[config.mk]
export PLATFORM = sky130hd
export DESIGN_NAME = tcpbrb_ctrl
export DESIGN_NICKNAME = d
export VERILOG_FILES = /design/src/rtl/core/tcpbrb_pkg.sv /design/src/rtl/core/tcpbrb_ctrl.sv
export SDC_FILE = /design/constraint.sdc
export NUM_CORES = 1
export LEC_CHECK = 0
export ABC_AREA = 0
export BUFFER_PORTS_ARGS = -buffer_cell sky130_fd_sc_hd__buf_2
export CORE_AREA = 2 2 39 41
export DETAILED_ROUTE_END_ITERATION = 6
export DIE_AREA = 0 0 41 43
export GPL_TIMING_DRIVEN = 0
export PLACE_DENSITY = 0.54
export SLEW_MARGIN = 20
export SYNTH_ARGS = -nofsm -noshare
export SYNTH_HDL_FRONTEND = slang
export SYNTH_SLANG_ARGS = --single-unit
[constraint.sdc]
create_clock -name clk -period 1.2 [get_ports clk]
set_clock_uncertainty 0.2 [all_clocks]
set_input_delay 0.24 -clock clk [delete_from_list [all_inputs] [get_ports clk]]
set_output_delay 0.24 -clock clk [all_outputs]
set_load 0.05 [all_outputs]
[src/rtl/core/tcpbrb_pkg.sv]
// Shared types and constants for the TCP byte ring buffer.
// Operation codes, controller states and the controller/datapath interface.
// No dependencies.
`timescale 1ns / 1ps
`default_nettype none

package tcpbrb_pkg;

  localparam int FIELD_W = 13;
  localparam int BYTE_W  = 8;
  localparam int MODE_W  = 3;
  localparam int IN_DATA_W  = 40;
  localparam int OUT_DATA_W = 48;

  typedef enum logic [MODE_W-1:0] {
    MODE_APPEND  = 3'd0,
    MODE_PEEK    = 3'd1,
    MODE_RELEASE = 3'd2,
    MODE_PLACE   = 3'd3,
    MODE_POP     = 3'd4
  } mode_t;

  typedef enum logic [2:0] {
    ST_IDLE,
    ST_LATCH,
    ST_EXEC,
    ST_FETCH,
    ST_DONE
  } state_t;

  typedef struct packed {
    logic take_item;
    logic seg_latch;
    logic exec;
    logic fetch;
    logic load_out;
  } cmd_t;

  typedef struct packed {
    logic seg_start;
    logic needs_read;
  } status_t;

endpackage

`default_nettype wire

[src/rtl/core/tcpbrb_ctrl.sv]
// Sequencing controller for the TCP byte ring buffer.
// Drives the datapath through cmd_t and owns both stream handshakes; uses tcpbrb_pkg.
`timescale 1ns / 1ps
`default_nettype none

module tcpbrb_ctrl
  import tcpbrb_pkg::*;
(
  input  wire logic    clk,
  input  wire logic    rst,
  input  wire logic    s_valid,
  output logic         s_ready,
  output logic         m_valid,
  input  wire logic    m_ready,
  input  wire status_t status,
  output cmd_t         cmd
);

  state_t state;
  state_t state_next;
  logic   out_valid;
  logic   slot_free;

  assign slot_free = !out_valid || m_ready;
  assign m_valid   = out_valid;

  always_ff @(posedge clk) begin
    if (rst) begin
      state     <= ST_IDLE;
      out_valid <= 1'b0;
    end else begin
      state <= state_next;
      if (cmd.load_out) begin
        out_valid <= 1'b1;
      end else if (m_ready) begin
        out_valid <= 1'b0;
      end
    end
  end

  always_comb begin
    state_next = state;
    unique case (state)
      ST_IDLE: begin
        if (s_valid) begin
          state_next = status.seg_start ? ST_LATCH : ST_EXEC;
        end
      end
      ST_LATCH: state_next = ST_EXEC;
      ST_EXEC: begin
        state_next = status.needs_read ? ST_FETCH : ST_DONE;
      end
      ST_FETCH: state_next = ST_DONE;
      ST_DONE: begin
        if (slot_free) begin
          state_next = ST_IDLE;
        end
      end
      default: state_next = ST_IDLE;
    endcase
  end

  // A segment start goes through an extra latch state that sets the cursor and budget.
  always_comb begin
    cmd     = '0;
    s_ready = 1'b0;
    unique case (state)
      ST_IDLE: begin
        s_ready       = 1'b1;
        cmd.take_item = s_valid;
      end
      ST_LATCH: cmd.seg_latch = 1'b1;
      ST_EXEC:  cmd.exec      = 1'b1;
      ST_FETCH: cmd.fetch     = 1'b1;
      ST_DONE:  cmd.load_out  = slot_free;
      default:  cmd           = '0;
    endcase
  end

  ap_take_then_work: assert property (@(posedge clk) disable iff (rst)
    cmd.take_item |=> ((state == ST_EXEC) || (state == ST_LATCH)))
    else $error("accepted beat did not start execution");

  ap_fetch_after_exec: assert property (@(posedge clk) disable iff (rst)
    (state == ST_FETCH) |-> ($past(state) == ST_EXEC))
    else $error("fetch cycle without a preceding execute cycle");

  ap_result_from_done: assert property (@(posedge clk) disable iff (rst)
    $rose(out_valid) |-> ($past(state) == ST_DONE))
    else $error("result appeared outside the done state");

endmodule

`default_nettype wire

Word-level counts from Yosys, hierarchy flattened
Index checks and enable logic that the tools add are counted.
- register bits after elaboration: 4
- bits of input ports: 6
- output and inout bits: 7
- equality and inequality tests: 6
- multiplexer cells: 13
- reduce and logical (&&, ||, !) cells: 5
- operator list (cell ; count):
    $pmux 3 s5 ; 1
    $mux 3 ; 3
    $mux 1 ; 8
    $eq 3x2->1 const B ; 2
    $ne 2x2->1 const B ; 2
    $eq 3x1->1 const B ; 1
    $eq 3x3->1 const B ; 1
    $logic_not 3->1 ; 1
    $mux 2 ; 1
    $reduce_and 2->1 ; 1
    $reduce_bool 2->1 ; 1
    $logic_not 1->1 ; 1
    $logic_or 1x1->1 ; 1

Longest topological paths before layout
- word-level depth: 4
- gate-level depth with buffers: 4
- gate-level depth less buffers: 3

Least setup slack after synthesis
OpenSTA, ideal clock, no wires.
- kind: flip-flop to output port
- start point: reg state[0]
- end point: out cmd[4] (netlist bit)
- data arrival time: 2.110 ns
- required time: 0.760 ns
- slack: -1.350 ns
- cell stages (with the launch flop): 4
- buffers on the path: 1
- cells stage by stage: dfxtp_1 -> buf_6 -> nor3_1 -> and2_1
- RTL lines (what ; line ; text):
    start: declaration ; tcpbrb_ctrl.sv:19 ; state_t state;
    start signal: assignment ; tcpbrb_ctrl.sv:32 ; state <= state_next;
    end: declaration ; tcpbrb_ctrl.sv:16 ; output cmd_t cmd

==> impl_results.md <==
- Synth Area per Inst: 8.76 sq um
- Num rows: 14
- Synth Warn #: 0
- Share of the synthesized area in the top cell type: 0.305
- Max-slew violations: 0
- Worst vdd ir: 0.275 mV
- Buf/Inv on CP: 2
- Antenna diodes: 0
- Router iterations before antenna repair: 2
- Worst-Skew Late Latency: roughly 0.23 ns
- Chip height: around 43 microns
- CP Class: flip-flop to output port
- Initial Util: 0.190
- Asr flop ratio synth: 0
- HPWL after DPL: 425 microns
- Final WS setup: -0.398 ns
- MaxCap Viol Count: 0
- Fin. Hold Viols: 0
- Mapped Cells: 30
- Die span in x: 41 microns
- Combinational share of power: 0.461
- Number of synthesized flops with an enable pin: 0
- Clock-pin slew on the worst setup and hold paths: 0.04 ns
- Min cycle time layout: around 1.6 ns
- Hold Path Class: input port to flip-flop
- Placer Congestion: 0.669
- Fraction of layout cells with a size suffix above 1: 0.745
- ANT nets after route: 0
- Crit path capture type: output port
- CP Launch Point: state[0]
- Yosys reg bits: 4
- LEAKAGE: 0.000231 uW
- Vias in the first global route: between 200 and 250
- Max-Slew Margin vs Limit: 0.885
- Global-route wire length before repair: 986 microns
- Top cells by count, synth: 4 x dfxtp_1, 4 x nor2_1, 3 x buf_6
- Post-Route WL: 703 microns
- Design area: 526 sq um
- Initial DRC count: 5
- Core ar.: 0.00138 sq mm
- Achievable clock frequency: 626 MHz
- CTS root buffer: clkbuf_4
- GRT Residual Overflow: 0
- Total clock sinks: 4
- Critical Path Max Stage Delay: 0.31 ns
- Cell taking the most area after synthesis: dfxtp_1
- Worst Path Required: 0.76 ns
- Post-placement cell area: 392 sq um
- Initial antenna violation count: 0
- Final Power: 578 uW
- Critical path launch point type: flip-flop
- Period utilization: 1.33
- Slew @ Worst Pin: 0.172 ns
- Reg2Reg Launch Point: state[2]
- HP Start: status[1]
- Fin Setup TNS: -2.38 ns
- Pin count of the biggest net entering global routing: 11
- Seq/Total Area, Yosys: 0.305
- Pwr per Cell Area: roughly 1100 mW/mm^2
- CTS tree: done
- RSZ-0062 raised after global routing: yes
- Via/cell ratio: ~4.2
- Clock power frac: 0.285
- Area grow syn2layout: 100%
- Num ports: 13
- Vias: 279
- Drt wl/cell: around 10 microns
- Distinct cells, synth: 18
- Final-report setup violation count: 9
- Port bufs: 12
- Critical-path top delay cell: dfxtp_2
- Critical path arrival: 1.16 ns
- Pre-CTS setup slack: -0.235 ns
- Psw: 196 uW
- Cell Int Power: 382 uW
- DRC viols: 0
- Synth Flop Type: dfxtp_1
- Largest cells by area after synthesis: dfxtp_1 30%, buf_6 13%, nor2_1 5.7%, nor3b_1 5.7%, a211oi_2 4.8%
- Gr usage total: 0.0873
- CTS max path bufs: 2
- Number of CTS-inserted buffers: 3
- Final hold slack: 0.0873 ns
- Nets@finish: 59
- Post-synth net total: 36
- Status: complete, but fails checks
- Die ar.: 0.00176 sq mm
- Mapped Area: 263 sq um
- Critical path peak fanout: 5
- Crit-path cells: buf_6 > nor3_4 > and2_4 > buf_8
- Largest delay share family, worst path: simple AND/OR/NAND/NOR gates
- H-Tree Depth: 1
- Failing checks: setup timing
- Fraction of power consumed by sequential logic: 0.254
- Switching share of power: 0.340
[path summary, 6_finish.rpt]
path | endpoint | slack (ns) | cells past startpoint
max | cmd[4] | -0.40 | 4
max reg2reg | state[0] | -0.17 | 4
min | state[0] | 0.09 | 3
min reg2reg | state[2] | 0.40 | 3
[sequential cells by signal, indices dropped and copies added (netlist names)]
signal / count
m_valid: 1
state: 3
[power by group through the flow]
stage	combinational [uW]	sequential (uW)	clock (uW)
after CTS	247	146	171
after global placement	198	147	0
after floorplan	160	150	0
after global routing	281	148	192
final	266	147	165
after detailed placement	200	147	0
[metal layers]
metal / vias up / global-route usage / routed length (microns)
met5: - / 0 / 0
met4: 0 / 0.0600 / 0
met3: 0 / 0.0628 / 31
met2: 6 / 0.106 / 382
met1: 129 / 0.103 / 290
li1: 144 / - / -
[logic make-up (layout without fill, tap and decap cells)]
group / count (synthesis) / in the layout / share of synthesized area
compound gates: 4 / 4 / 0.119
simple gates: 19 / 19 / 0.448
buf+inv: 3 / 24 / 0.129
flops: 4 / 4 / 0.305
[timing repair]
item                                   CTS  global route
cloned                                   0             1
pin swaps                                1             4
setup endpoints to repair                9             9
endpoints found under the hold margin    2             0
gates resized for setup                 15             7
buffers inserted                         1             3
hold buffers                             1             0
[placed cells by master (no fill, tap or decap)]
cell type and n:
a211oi_2 1, a21oi_1 2, and2_4 1, and2b_1 1
and3b_2 1, buf_2 5, buf_4 4, buf_6 8
buf_8 3, clkbuf_4 3, dfxtp_1 1, dfxtp_2 3
dlygate4sd3_1 1, nand2_1 1, nand2_2 1, nand2b_1 2
nand3_1 1, nand3b_1 1, nor2_1 2, nor2_4 2
nor2b_4 1, nor3_2 1, nor3_4 1, nor3b_2 2
o22a_1 1, or3_4 1
[area by class of cell]
cell class              instances  area (sq um)
fillers                       138           858
multi-input cells              23           199
repair buffers                 18           166
flip-flops and latches          4          83.8
plain buffers                   3          33.8
clock buffers                   3          22.5
well taps                      16          20.0
[stage by stage]
stage                     utilization  cells
after CTS                       0.346     63
after floorplan                     -     30
after global placement          0.283     58
final                           0.380     67
after global routing            0.380     67
after detailed placement        0.283     58
[worst reg2reg max path, delay by kind of cell (launching register included)]
kind | cells | cell delay, ns
AO/OA/AOI/OAI | 1 | 0.15
AND/OR/NAND/NOR | 1 | 0.38
flip-flops | 1 | 0.31
buffers and inverters | 2 | 0.24
(Power assumes the default switching activity.)
